File: src/sv/bmp_pkg.sv
// Shared types and codes of the bitmap loader.
`default_nettype none

package bmp_pkg;

  // result kinds
  localparam logic [1:0] KIND_PALETTE = 2'd0;
  localparam logic [1:0] KIND_PIXEL   = 2'd1;
  localparam logic [1:0] KIND_ERROR   = 2'd2;

  // register indexes (byte address / 4)
  localparam logic [1:0] REG_FRAME_WIDTH  = 2'd0;
  localparam logic [1:0] REG_FRAME_HEIGHT = 2'd1;
  localparam logic [1:0] REG_PALETTE_BASE = 2'd2;

  localparam int ADDR_W = 24;

  typedef struct packed {
    logic [1:0]        out_kind;
    logic [ADDR_W-1:0] write_address;
    logic [7:0]        write_value;
    logic              load_done;
  } bmp_result_t;

endpackage

`default_nettype wire

File: src/sv/bmp_in_if.sv
// Input byte stream channel.
`default_nettype none

interface bmp_in_if;
  logic       valid;
  logic       ready;
  logic [7:0] data_byte;
  logic       first_byte;

  modport source (output valid, output data_byte, output first_byte, input ready);
  modport sink   (input valid, input data_byte, input first_byte, output ready);
endinterface

`default_nettype wire

File: src/sv/bmp_out_if.sv
// Result channel: palette writes, pixel writes and the signature error.
`default_nettype none

interface bmp_out_if;
  logic        valid;
  logic        ready;
  logic [1:0]  out_kind;
  logic [23:0] write_address;
  logic [7:0]  write_value;
  logic        load_done;

  modport source (output valid, output out_kind, output write_address,
                  output write_value, output load_done, input ready);
  modport sink   (input valid, input out_kind, input write_address,
                  input write_value, input load_done, output ready);
endinterface

`default_nettype wire

File: src/sv/bmp_cfg.sv
// APB register file and the bottom-row base product.
`default_nettype none

module bmp_cfg #(
  parameter int DIM_BITS = 12
) (
  input  wire logic                  clk,
  input  wire logic                  rst_n,
  input  wire logic                  psel,
  input  wire logic                  penable,
  input  wire logic                  pwrite,
  input  wire logic [3:0]            paddr,
  input  wire logic [31:0]           pwdata,
  output logic      [31:0]           prdata,
  output logic                       pready,
  output logic      [DIM_BITS-1:0]   frame_width,
  output logic      [DIM_BITS-1:0]   frame_height,
  output logic      [7:0]            palette_base,
  output logic      [bmp_pkg::ADDR_W-1:0] bottom_base
);
  import bmp_pkg::*;

  localparam int PROD_W = 2 * DIM_BITS;

  logic [DIM_BITS-1:0] width_r, height_r;
  logic [7:0]          base_r;
  logic [PROD_W-1:0]   prod;
  logic                wr_en;
  logic [1:0]          reg_idx;

  assign reg_idx = paddr[3:2];
  assign wr_en   = psel && penable && pwrite;
  assign pready  = 1'b1;

  // width * (height - 1) from the live registers: base address of the bottom row
  assign prod = PROD_W'(width_r) * PROD_W'(height_r - DIM_BITS'(1));

  always_ff @(posedge clk) begin
    if (!rst_n) begin
      width_r  <= DIM_BITS'(320);
      height_r <= DIM_BITS'(240);
      base_r   <= 8'd0;
    end else if (wr_en) begin
      unique case (reg_idx)
        REG_FRAME_WIDTH:  width_r  <= pwdata[DIM_BITS-1:0];
        REG_FRAME_HEIGHT: height_r <= pwdata[DIM_BITS-1:0];
        REG_PALETTE_BASE: base_r   <= pwdata[7:0];
        default: ;
      endcase
    end
  end

  always_comb begin
    unique case (reg_idx)
      REG_FRAME_WIDTH:  prdata = 32'(width_r);
      REG_FRAME_HEIGHT: prdata = 32'(height_r);
      REG_PALETTE_BASE: prdata = 32'(base_r);
      default:          prdata = 32'd0;
    endcase
  end

  assign frame_width  = width_r;
  assign frame_height = height_r;
  assign palette_base = base_r;
  assign bottom_base  = ADDR_W'(prod);

endmodule

`default_nettype wire

File: src/sv/bmp_parse.sv
// Parser state machine: header, palette and pixel phases, one byte per step.
`default_nettype none

module bmp_parse #(
  parameter int DIM_BITS = 12
) (
  input  wire logic                       clk,
  input  wire logic                       rst_n,
  input  wire logic                       step_en,
  input  wire logic [7:0]                 data_byte,
  input  wire logic                       first_byte,
  input  wire logic [DIM_BITS-1:0]        frame_width,
  input  wire logic [DIM_BITS-1:0]        frame_height,
  input  wire logic [7:0]                 palette_base,
  input  wire logic [bmp_pkg::ADDR_W-1:0] bottom_base,
  output logic                            res_valid,
  output bmp_pkg::bmp_result_t            res
);
  import bmp_pkg::*;

  localparam logic [7:0] SIG_B          = 8'h42;
  localparam logic [7:0] SIG_M          = 8'h4D;
  localparam logic [5:0] POS_COUNT_LO   = 6'd46;
  localparam logic [5:0] POS_COUNT_HI   = 6'd47;
  localparam logic [5:0] POS_HEADER_END = 6'd53;
  localparam logic [16:0] FULL_PALETTE  = 17'd256;

  typedef enum logic [2:0] {
    PH_IDLE, PH_HEADER, PH_PALETTE, PH_PIXELS, PH_IGNORE
  } phase_t;

  phase_t              phase_r, phase_nxt, phase_e;
  logic [5:0]          hpos_r, hpos_nxt, hpos_e;
  logic [16:0]         count_r, count_nxt, count_e, count_upd;
  logic [16:0]         entry_r, entry_nxt, entry_e, entry_inc;
  logic [1:0]          comp_r, comp_nxt, comp_e;
  logic [DIM_BITS-1:0] col_r, col_nxt, col_e;
  logic [DIM_BITS-1:0] row_r, row_nxt, row_e;
  logic [ADDR_W-1:0]   rbase_r, rbase_nxt, rbase_e;
  logic [ADDR_W-1:0]   pal_sum, pal_addr, pix_addr;
  logic [DIM_BITS:0]   col_inc, row_inc;
  logic                sig_bad;

  always_comb begin
    // a first byte restarts parsing with this byte at offset zero
    phase_e = first_byte ? PH_HEADER : phase_r;
    hpos_e  = first_byte ? 6'd0 : hpos_r;
    count_e = first_byte ? 17'd0 : count_r;
    entry_e = first_byte ? 17'd0 : entry_r;
    comp_e  = first_byte ? 2'd0 : comp_r;
    col_e   = first_byte ? '0 : col_r;
    row_e   = first_byte ? '0 : row_r;
    rbase_e = first_byte ? '0 : rbase_r;

    sig_bad = ((hpos_e == 6'd0) && (data_byte != SIG_B)) ||
              ((hpos_e == 6'd1) && (data_byte != SIG_M));

    count_upd = count_e;
    if (hpos_e == POS_COUNT_LO)
      count_upd = 17'(data_byte);
    else if (hpos_e == POS_COUNT_HI)
      count_upd = count_e | {1'b0, data_byte, 8'd0};

    entry_inc = entry_e + 17'd1;
    pal_sum   = ADDR_W'(palette_base) + ADDR_W'(entry_e);
    pal_addr  = pal_sum + (pal_sum << 1) + ADDR_W'(2'd2 - comp_e);
    pix_addr  = rbase_e + ADDR_W'(col_e);
    col_inc   = {1'b0, col_e} + (DIM_BITS+1)'(1);
    row_inc   = {1'b0, row_e} + (DIM_BITS+1)'(1);

    phase_nxt = phase_e;
    hpos_nxt  = hpos_e;
    count_nxt = count_e;
    entry_nxt = entry_e;
    comp_nxt  = comp_e;
    col_nxt   = col_e;
    row_nxt   = row_e;
    rbase_nxt = rbase_e;
    res_valid = 1'b0;
    res       = '0;

    unique case (phase_e)
      PH_HEADER: begin
        if (sig_bad) begin
          phase_nxt    = PH_IGNORE;
          res_valid    = 1'b1;
          res.out_kind = KIND_ERROR;
        end else begin
          count_nxt = count_upd;
          if (hpos_e >= POS_HEADER_END) begin
            if (count_upd == 17'd0) count_nxt = FULL_PALETTE;
            entry_nxt = 17'd0;
            comp_nxt  = 2'd0;
            phase_nxt = PH_PALETTE;
          end else begin
            hpos_nxt = hpos_e + 6'd1;
          end
        end
      end
      PH_PALETTE: begin
        if (comp_e != 2'd3) begin
          // B, G, R go to +2, +1, +0 of the entry
          comp_nxt          = comp_e + 2'd1;
          res_valid         = 1'b1;
          res.out_kind      = KIND_PALETTE;
          res.write_address = pal_addr;
          res.write_value   = {2'b00, data_byte[7:2]};
        end else begin
          // reserved byte closes the entry
          comp_nxt  = 2'd0;
          entry_nxt = entry_inc;
          if (entry_inc >= count_e) begin
            col_nxt = '0;
            row_nxt = '0;
            if ((frame_width == '0) || (frame_height == '0)) begin
              phase_nxt = PH_IGNORE;
            end else begin
              rbase_nxt = bottom_base;
              phase_nxt = PH_PIXELS;
            end
          end
        end
      end
      PH_PIXELS: begin
        res_valid         = 1'b1;
        res.out_kind      = KIND_PIXEL;
        res.write_address = pix_addr;
        res.write_value   = data_byte;
        if (col_inc >= {1'b0, frame_width}) begin
          col_nxt = '0;
          if (row_inc >= {1'b0, frame_height}) begin
            res.load_done = 1'b1;
            phase_nxt     = PH_IGNORE;
          end else begin
            row_nxt   = row_inc[DIM_BITS-1:0];
            rbase_nxt = rbase_e - ADDR_W'(frame_width);
          end
        end else begin
          col_nxt = col_inc[DIM_BITS-1:0];
        end
      end
      PH_IDLE, PH_IGNORE: ;
      default: ;
    endcase
  end

  always_ff @(posedge clk) begin
    if (!rst_n) begin
      phase_r <= PH_IDLE;
      hpos_r  <= '0;
      count_r <= '0;
      entry_r <= '0;
      comp_r  <= '0;
      col_r   <= '0;
      row_r   <= '0;
      rbase_r <= '0;
    end else if (step_en) begin
      phase_r <= phase_nxt;
      hpos_r  <= hpos_nxt;
      count_r <= count_nxt;
      entry_r <= entry_nxt;
      comp_r  <= comp_nxt;
      col_r   <= col_nxt;
      row_r   <= row_nxt;
      rbase_r <= rbase_nxt;
    end
  end

endmodule

`default_nettype wire

File: src/sv/bmp_stream_to_palette_and_frame_unit.sv
// A byte accepted into the input register gives its result in the output register
// on its parser step, one short pass between two registers; one byte per cycle unless
// out_m stalls. Bytes that produce no result still take one step through the parser.
// Reset: synchronous, active low; parser idles until a first byte, config regs
// return to 320 x 240 with palette base 0, both pipeline registers empty.
`default_nettype none

module bmp_stream_to_palette_and_frame_unit #(
  parameter int DIM_BITS = 12
) (
  input  wire logic         clk,
  input  wire logic         rst_n,
  bmp_in_if.sink            in_s,
  bmp_out_if.source         out_m,
  input  wire logic         psel,
  input  wire logic         penable,
  input  wire logic         pwrite,
  input  wire logic [3:0]   paddr,
  input  wire logic [31:0]  pwdata,
  output logic      [31:0]  prdata,
  output logic              pready
);
  import bmp_pkg::*;

  // input stage
  logic        in_valid_r;
  logic [7:0]  in_byte_r;
  logic        in_first_r;

  // output stage
  logic        out_valid_r;
  bmp_result_t out_r;

  // parser step fires when an item is held and the output slot is free
  // (empty, or being taken in this cycle)
  logic        out_free;
  logic        step_en;

  logic [DIM_BITS-1:0] frame_width, frame_height;
  logic [7:0]          palette_base;
  logic [ADDR_W-1:0]   bottom_base;
  logic                res_valid;
  bmp_result_t         res;

  assign out_free = !out_valid_r || out_m.ready;
  assign step_en  = in_valid_r && out_free;
  // new byte enters when none is held or the held one leaves in this cycle
  assign in_s.ready = !in_valid_r || out_free;

  always_ff @(posedge clk) begin
    if (!rst_n) begin
      in_valid_r <= 1'b0;
    end else if (in_s.ready) begin
      in_valid_r <= in_s.valid;
    end
  end

  always_ff @(posedge clk) begin
    if (in_s.ready && in_s.valid) begin
      in_byte_r  <= in_s.data_byte;
      in_first_r <= in_s.first_byte;
    end
  end

  bmp_cfg #(.DIM_BITS(DIM_BITS)) u_cfg (
    .clk          (clk),
    .rst_n        (rst_n),
    .psel         (psel),
    .penable      (penable),
    .pwrite       (pwrite),
    .paddr        (paddr),
    .pwdata       (pwdata),
    .prdata       (prdata),
    .pready       (pready),
    .frame_width  (frame_width),
    .frame_height (frame_height),
    .palette_base (palette_base),
    .bottom_base  (bottom_base)
  );

  bmp_parse #(.DIM_BITS(DIM_BITS)) u_parse (
    .clk          (clk),
    .rst_n        (rst_n),
    .step_en      (step_en),
    .data_byte    (in_byte_r),
    .first_byte   (in_first_r),
    .frame_width  (frame_width),
    .frame_height (frame_height),
    .palette_base (palette_base),
    .bottom_base  (bottom_base),
    .res_valid    (res_valid),
    .res          (res)
  );

  // result register; a step with no result leaves the slot empty
  always_ff @(posedge clk) begin
    if (!rst_n) begin
      out_valid_r <= 1'b0;
    end else if (step_en) begin
      out_valid_r <= res_valid;
    end else if (out_m.ready) begin
      out_valid_r <= 1'b0;
    end
  end

  always_ff @(posedge clk) begin
    if (step_en && res_valid) begin
      out_r <= res;
    end
  end

  assign out_m.valid         = out_valid_r;
  assign out_m.out_kind      = out_r.out_kind;
  assign out_m.write_address = out_r.write_address;
  assign out_m.write_value   = out_r.write_value;
  assign out_m.load_done     = out_r.load_done;

endmodule

`default_nettype wire

File: src/flat_wrapper.sv
// flat-port wrapper written by rule: the top's interface ports become plain ports
module bmp_stream_to_palette_and_frame_unit_flat import bmp_pkg::*;
#(
  parameter int DIM_BITS = 12
)
  (clk, rst_n, psel, penable, pwrite, paddr, pwdata, prdata, pready, in_s_valid, in_s_data_byte, in_s_first_byte, in_s_ready, out_m_valid, out_m_out_kind, out_m_write_address, out_m_write_value, out_m_load_done, out_m_ready);
  bmp_in_if in_s_i ();
  bmp_out_if out_m_i ();
  input  wire logic clk;
  input  wire logic rst_n;
  input  wire logic psel;
  input  wire logic penable;
  input  wire logic pwrite;
  input  wire logic [3:0] paddr;
  input  wire logic [31:0] pwdata;
  output logic      [31:0] prdata;
  output logic pready;
  input wire logic [$bits(in_s_i.valid)-1:0] in_s_valid;
  input wire logic [$bits(in_s_i.data_byte)-1:0] in_s_data_byte;
  input wire logic [$bits(in_s_i.first_byte)-1:0] in_s_first_byte;
  output wire logic [$bits(in_s_i.ready)-1:0] in_s_ready;
  output wire logic [$bits(out_m_i.valid)-1:0] out_m_valid;
  output wire logic [$bits(out_m_i.out_kind)-1:0] out_m_out_kind;
  output wire logic [$bits(out_m_i.write_address)-1:0] out_m_write_address;
  output wire logic [$bits(out_m_i.write_value)-1:0] out_m_write_value;
  output wire logic [$bits(out_m_i.load_done)-1:0] out_m_load_done;
  input wire logic [$bits(out_m_i.ready)-1:0] out_m_ready;
  assign in_s_i.valid = in_s_valid;
  assign in_s_i.data_byte = in_s_data_byte;
  assign in_s_i.first_byte = in_s_first_byte;
  assign in_s_ready = in_s_i.ready;
  assign out_m_valid = out_m_i.valid;
  assign out_m_out_kind = out_m_i.out_kind;
  assign out_m_write_address = out_m_i.write_address;
  assign out_m_write_value = out_m_i.write_value;
  assign out_m_load_done = out_m_i.load_done;
  assign out_m_i.ready = out_m_ready;
  bmp_stream_to_palette_and_frame_unit #(.DIM_BITS(DIM_BITS)) u_core (.clk(clk), .rst_n(rst_n), .in_s(in_s_i), .out_m(out_m_i), .psel(psel), .penable(penable), .pwrite(pwrite), .paddr(paddr), .pwdata(pwdata), .prdata(prdata), .pready(pready));
endmodule
File: config.mk
export PLATFORM = sky130hd
export DESIGN_NAME = bmp_stream_to_palette_and_frame_unit_flat
export DESIGN_NICKNAME = d
export VERILOG_FILES = /design/src/sv/bmp_pkg.sv /design/src/sv/bmp_in_if.sv /design/src/sv/bmp_out_if.sv /design/src/sv/bmp_cfg.sv /design/src/sv/bmp_parse.sv /design/src/sv/bmp_stream_to_palette_and_frame_unit.sv /design/src/flat_wrapper.sv
export SDC_FILE = /design/constraint.sdc
export NUM_CORES = 1
export LEC_CHECK = 0
export BUFFER_PORTS_ARGS = -buffer_cell sky130_fd_sc_hd__buf_2
export CORE_MARGIN = 5
export CORE_UTILIZATION = 50
export CTS_CLUSTER_SIZE = 10
export DETAILED_ROUTE_END_ITERATION = 12
export GPL_ROUTABILITY_DRIVEN = 1
export GPL_TIMING_DRIVEN = 0
export PLACE_DENSITY = 0.7
export SLEW_MARGIN = 20
export SYNTH_ARGS = -nofsm -noshare
export SYNTH_HDL_FRONTEND = slang
export SYNTH_SLANG_ARGS = --single-unit
File: constraint.sdc
create_clock -name clk -period 6.9 [get_ports clk]
set_input_delay 0.69 -clock clk [delete_from_list [all_inputs] [get_ports clk]]
set_output_delay 0.69 -clock clk [all_outputs]
set_load 0.1 [all_outputs]
==> out/results.ini, run 1 <==
[setup_path]
slowest_stage = fa_1
critPathLaunchType = register
cp-end-kind = register
worst-endpoint-arrival_ns = 7.21
path_class = reg2reg
worstPathCellList = nor4_4 -> nand3_2 -> or4_4 -> xnor2_4 -> nand2_2 -> fa_1 -> fa_1 -> inv_2 -> fa_1 -> fa_1 -> fa_1 -> inv_2 -> fa_1 -> inv_2 -> ha_4 -> nand2_4 -> o31a_1 -> o21ai_0 -> a31o_2 -> a21oi_2 -> xnor2_1 -> nand2_1 -> a31oi_1
cp_common_cell = fa_1
critPathMaxFanout = 4
slowest_delay_ns = 0.59
cp_data_required_time_ns = 7.29

[timing]
worstMarginPinSlew_ns = 1.02
fin_worst_skew_ns = 0.00967
slew_headroom_pct = 31.7
rsz0062_at_grt = yes
whs_ns = 0.403
hold_viol = 0
setup_viol = 0
final.min_clock_period_ns = 6.82
min_period_over_period_pct = 98.8
fmax_ghz = 0.147
finalMaxSlewViolations = 0

[yosys]
synth-edff-count = 44
seq_area_frac_synth_pct = 20.7
synth.cell_area_sq_um = 18600
yosysMostFrequentCell = nand2_1
synthTopCellsByCount = 273 x nand2_1, 207 x ha_1, 198 x nor2_1
avgSynthCellArea_sq_um = 8.18
yosys-top-cells-area = ha_1 14%, dfxtp_1 14%, fa_1 12%
async_flop_share_pct = 0
synth_cell_types = 85
yosysWarnings = 0
ys_seq_elements = 171
syn_inst = 2278
yosysTopAreaCellShare_pct = 13.9
synth_largest_area_cell = ha_1
synthFlopType = dfxtp_1

[cells_and_area]
fillerInstances = 3325
synthToLayoutAreaGrowth_pct = 13.4
antennaDiodeCount = 0
fin_nets = 2795
final_area_sq_um = 21100
drive_gt1_share_pct = 11.5
final-instance-count-excl-fill = 2902

[placed_design]
io_buffers = 77
place_inst = 2843
place_congestion = 0.988
dp_hpwl_um = 48700
place_area_sq_um = 19700

[global_routing]
grt_overflow_total = 0
grtUsageTotal_pct = 29.3
grt_pass1_wl_um = 95500
grt_start_max_net_pins = 27
grt_pass1_vias = 16900
antenna_found_initial = 0

[clocking]
htree_num_levels = 4
cts.clk_slew.worst_paths_ns = 0.08
cts_tree = yes
clk_path_buf_depth = 2
cts_buffers = 17
cts.sinks = 171
clock_latency_ns = 0.46
root_buffer = clkbuf_16

[drt]
drt-pass1-iter-count = 6
drt_wl_total_um = 62000
vias_per_cell = 6.10
dr_total_vias = 17700
ant_nets = 0
drt-initial-drc-count = 1762
wire_per_inst_um = 21.4
drc_errors = 0

[floorplanning]
die_h_um = 203
die_w_um = 203
row_count = 70
die_area_sq_um = 41300
core_area_sq_um = 36700
io_pins = 122
initial_core_util_pct = 50.8

[power_and_ir_drop]
sw_frac_of_total_pct = 34.5
vdd_ir_drop_max_mv = 0.186
p_comb_share_pct = 23.9
power_switching_w = 0.000941
p_int_w = 0.00178
p_leak_nw = 9.63
p_clk_share_pct = 37.5
pwr-share-seq_pct = 38.6
powerDensity_nw_per_um2 = 129

[status]
status = finished, final reports clean

[worst_hold_path]
hp-class = in2reg

[run]
drv_cap = 0

## per-stage QoR
step | util [%] | setup TNS, ns | setup WS, ns | total power [W]
finish | 57.6 | 0 | 0.0807 | 0.00272
global route | 57.6 | -0.670 | -0.167 | 0.00282
CTS | 56.6 | 0 | 0.00161 | 0.00266
detailed placement | 53.8 | -72.49 | -2.38 | 0.00163
global placement | 53.7 | -93.36 | -2.22 | 0.00162
floorplan | - | 0 | 0.0483 | 0.00147
## power groups by stage
stage	Combinational (W)	Clock, W	Sequential (W)
3_5_place_dp	0.000557	0	0.00107
6_report	0.000651	0.00102	0.00105
3_3_place_gp	0.000547	0	0.00107
4_1_cts	0.000586	0.00102	0.00105
2_1_floorplan	0.000397	0	0.00107
5_1_grt	0.000697	0.00107	0.00105
## cell families after synthesis
group                      after synthesis  share of synthesized area, %
and+or+nand+nor                        797                          20.1
AOI/OAI and AO/OA                      499                          17.7
adders and majority gates              322                          26.2
buffers and inverters                  313                          6.77
DFF                                    171                          20.7
xor gates and xnor gates               142                          6.67
muxes                                   32                          1.74
other                                    2                        0.0403
## routing by layer
| layer | vias to the layer above | track usage [%] | share of wire [%] |
|---|---|---|---|
| li1 | 8155 | - | - |
| met1 | 8508 | 40.7 | 43 |
| met2 | 883 | 44.3 | 44 |
| met3 | 155 | 7.51 | 9.9 |
| met4 | 0 | 10.4 | 4.0 |
| met5 | - | 0 | 0 |
## sequential cells by signal (all words and copies together) (netlist names), 2 cells and up
name and count:
u_core.out_m.out_kind 2, u_core.out_m.write_address 24, u_core.u_parse.count_r 17, u_core.u_cfg.frame_height 12, u_core.out_m.write_value 8, u_core.u_parse.col_r 12
u_core.u_cfg.palette_base 8, u_core.u_parse.entry_r 17, u_core.u_parse.row_r 12, u_core.in_byte_r 8, u_core.u_parse.rbase_r 24, u_core.u_cfg.frame_width 12
u_core.u_parse.hpos_r 6, u_core.u_parse.comp_r 2, u_core.u_parse.phase_r 3
## final timing paths
check / startpoint / endpoint / slack (ns) / cells after the start
setup / recovery: u_core.u_cfg.frame_height[3] / u_core.u_parse.rbase_r[20] / 0.08 / 23
hold / removal: in_s_first_byte / u_core.in_first_r / 0.40 / 1
setup reg to reg: u_core.u_cfg.frame_height[3] / u_core.u_parse.rbase_r[20] / 0.08 / 23
hold reg to reg: u_core.u_parse.rbase_r[2] / u_core.u_parse.rbase_r[2] / 0.46 / 1
## cell usage in the layout, fill, tap and decap left out, types with 18 or more instances in the layout
cell       instances
ha_1             200
a21oi_1          121
conb_1            21
nor2b_1           60
nor3_1            44
a22o_1            25
inv_1            181
a31oi_1           20
buf_2             77
clkbuf_1          74
dfxtp_1          123
a21o_1            34
buf_4             53
nor2_1           194
nand4_1           22
xor2_1            49
clkbuf_16         18
and2_1            39
nand2_1          270
nand2b_1          26
mux2i_1           27
fa_1             111
o21ai_0           99
xnor2_1           81
a22oi_1           25
nand3_1           54
edfxtp_1          44
## what timing repair did
item	4_1_cts	5_1_grt
hold buffers	0	0
pin swaps	12	46
gates resized for setup	73	58
buffers inserted	16	17
setup endpoints to repair	68	28
## final cells by class
cell class	instances	area, sq um	area share, %
Multi-Input combinational cell	1813	14100	66.4
Sequential cell	171	3870	18.3
Inverter	188	709	3.35
Timing Repair Buffer	111	678	3.21
Buffer	119	651	3.08
Tap cell	468	586	2.77
Clock buffer	17	425	2.01
Clock inverter	15	176	0.834
## critical path: cells and delay by family, from the launching register on
kind	cells	cell delay, ns
fa+ha+maj	7	3.42
simple gates	6	1.33
flops	1	0.37
buf+inv	3	0.14
xor+xnor	2	0.45
compound gates	5	1.04
Power figures use the tool's default switching activity.
==> inputs of run 2 (changes only) <==
Settings changed: REMOVE_ABC_BUFFERS set to 1.
==> run 2 against run 1 <==
  * Largest cell class unchanged
  * Non-clock buffer count is 116 lower
  * Count of clock-buffer cells in the layout increased by 2
  * Critical path type unchanged
  * Combinational power fell by 15%
  * Largest power group unchanged
  * Cell count shrank 3.9%
  * Clock skew is 0.0043 ns higher
  * Worst setup slack improved by 0.15 ns
==> out/results.ini, run 2 (synthesized netlist as in run 1, its figures left out) <==
[setup_path]
critPathMaxFanout = 5
cp-end-kind = register
r2r_slack_ns = 0.23
cp_common_cell = fa_1
cp_data_required_time_ns = 7.26
path_class = reg2reg
r2r-end = u_core.u_parse.rbase_r[19]
reg2reg_depth = 21
worst-endpoint-arrival_ns = 7.03
slowest_delay_ns = 0.58
worstPathCellList = nor4_4 -> nand3_2 -> or4_4 -> xnor2_4 -> nor2_1 -> fa_1 -> fa_1 -> fa_1 -> fa_1 -> fa_1 -> ha_1 -> ha_4 -> a21o_1 -> a21oi_4 -> nand2_1 -> or3_4 -> nand2_1 -> xnor2_1 -> a31oi_1 -> a31oi_1 -> o31a_1
critPathLaunchType = register
slowest_stage = or4_4
r2r-start = u_core.u_cfg.frame_height[5]

[timing]
worstMarginPinSlew_ns = 1.06
slew_headroom_pct = 29.2
hold_viol = 0
rsz0062_at_grt = yes
setup_viol = 0
finalMaxSlewViolations = 0
final.min_clock_period_ns = 6.67
min_period_over_period_pct = 96.6
fmax_ghz = 0.150
fin_worst_skew_ns = 0.0140
whs_ns = 0.404

[worst_hold_path]
worstHoldStart = in_s_data_byte[0]
hold_depth = 1
min_to = u_core.in_byte_r[0]
hp-class = in2reg

[drt]
drt-initial-drc-count = 1493
wire_per_inst_um = 19.3
drc_errors = 0
drt-pass1-iter-count = 7
dr_total_vias = 17000
vias_per_cell = 6.10
drt_wl_total_um = 53800
ant_nets = 0

[run]
drv_cap = 0

[placed_design]
place_congestion = 0.915
io_buffers = 78
dp_hpwl_um = 40100

[cells_and_area]
synthToLayoutAreaGrowth_pct = 10.3
final_common_cell = nand2_1
antennaDiodeCount = 0
fin_nets = 2681
drive_gt1_share_pct = 10.3
fillerInstances = 3285
layout_common_cells = 268 x nand2_1, 202 x ha_1, 191 x nor2_1

[clocking]
cts.clk_slew.worst_paths_ns = 0.08
root_buffer = clkbuf_16
cts_buffers = 17
clk_path_buf_depth = 2
htree_num_levels = 4
cts.sinks = 171
clock_latency_ns = 0.46
cts_tree = yes

[floorplanning]
row_count = 70
io_pins = 122
die_w_um = 203
die_h_um = 203
core_area_sq_um = 36700
initial_core_util_pct = 50.8
die_area_sq_um = 41300

[power_and_ir_drop]
p_leak_nw = 9.38
powerDensity_nw_per_um2 = 124
power.total_w = 0.00255
vdd_ir_drop_max_mv = 0.212

[status]
status = finished, final reports clean

[global_routing]
grt_overflow_total = 0
grtUsageTotal_pct = 25.0
grt_start_max_net_pins = 45
grt_pass1_wl_um = 84300
antenna_found_initial = 0
grt_pass1_vias = 16200

[run 2: what timing repair did]
item	in CTS	in global routing
pin swaps	3	30
hold endpoints to repair	0	0
setup buffers	5	20
gates cloned	0	2
hold buffers	0	0
gates resized for setup	40	39
endpoints found under the setup margin	24	16
[run 2: stage by stage]
step                setup WS (ns)  TNS [ns]  instances  utilization, %  instance area (sq um)
floorplan                   -1.71    -17.42       2172               -                  18200
global placement            -4.57   -360.10       2718            52.1                  19100
detailed placement          -1.58    -20.58       2729            52.8                  19400
CTS                       0.00537         0       2766            55.0                  20200
global route              -0.0533    -0.113       2788            56.1                  20600
finish                      0.232         0       2788            56.1                  20600
[run 2: power by group]
part,internal [W],switching [W],total [W]
Clock,0.000471,0.000465,0.000936
Sequential,0.00104,0.0000214,0.00106
Combinational,0.000193,0.000362,0.000555
[run 2: how the worst max path moves through the flow]
stage / startpoint / to / slack (ns) / cells after the start
after floorplan: u_core.in_first_r / u_core.out_m.write_address[21] / -1.71 / 29
after global placement: u_core.in_first_r / u_core.out_m.write_address[23] / -4.57 / 29
after detailed placement: u_core.u_cfg.frame_height[0] / u_core.u_parse.rbase_r[23] / -1.58 / 22
after CTS: u_core.u_cfg.frame_height[0] / u_core.u_parse.rbase_r[19] / 0.005 / 24
after global routing: u_core.u_cfg.frame_height[5] / u_core.u_parse.rbase_r[18] / -0.05 / 23
final: u_core.u_cfg.frame_height[5] / u_core.u_parse.rbase_r[19] / 0.23 / 21
[run 2: layout make-up]
type / count / area (sq um) / area share, %
clock inverters: 13 / 106 / 0.517
flip-flops and latches: 171 / 3870 / 18.8
multi-input cells: 1814 / 14000 / 68.3
clock buffers: 19 / 433 / 2.10
inverters: 188 / 738 / 3.59
repair inverters: 1 / 11.3 / 0.0547
repair buffers: 114 / 778 / 3.78
well taps: 468 / 586 / 2.85
[run 2: worst max-delay path: cells and delay by family, from the launching register on]
kind / cells / cell delay [ns]
compound gates: 5 / 0.93
xor+xnor: 2 / 0.34
fa+ha+maj: 7 / 3.16
flops: 1 / 0.36
simple gates: 7 / 1.74
[run 2: layer usage]
layer  GRT usage (%)  wire length, um
met5               0                0
met4            8.79             1700
met3            4.23             4390
met2            41.0            25100
met1            33.7            22500
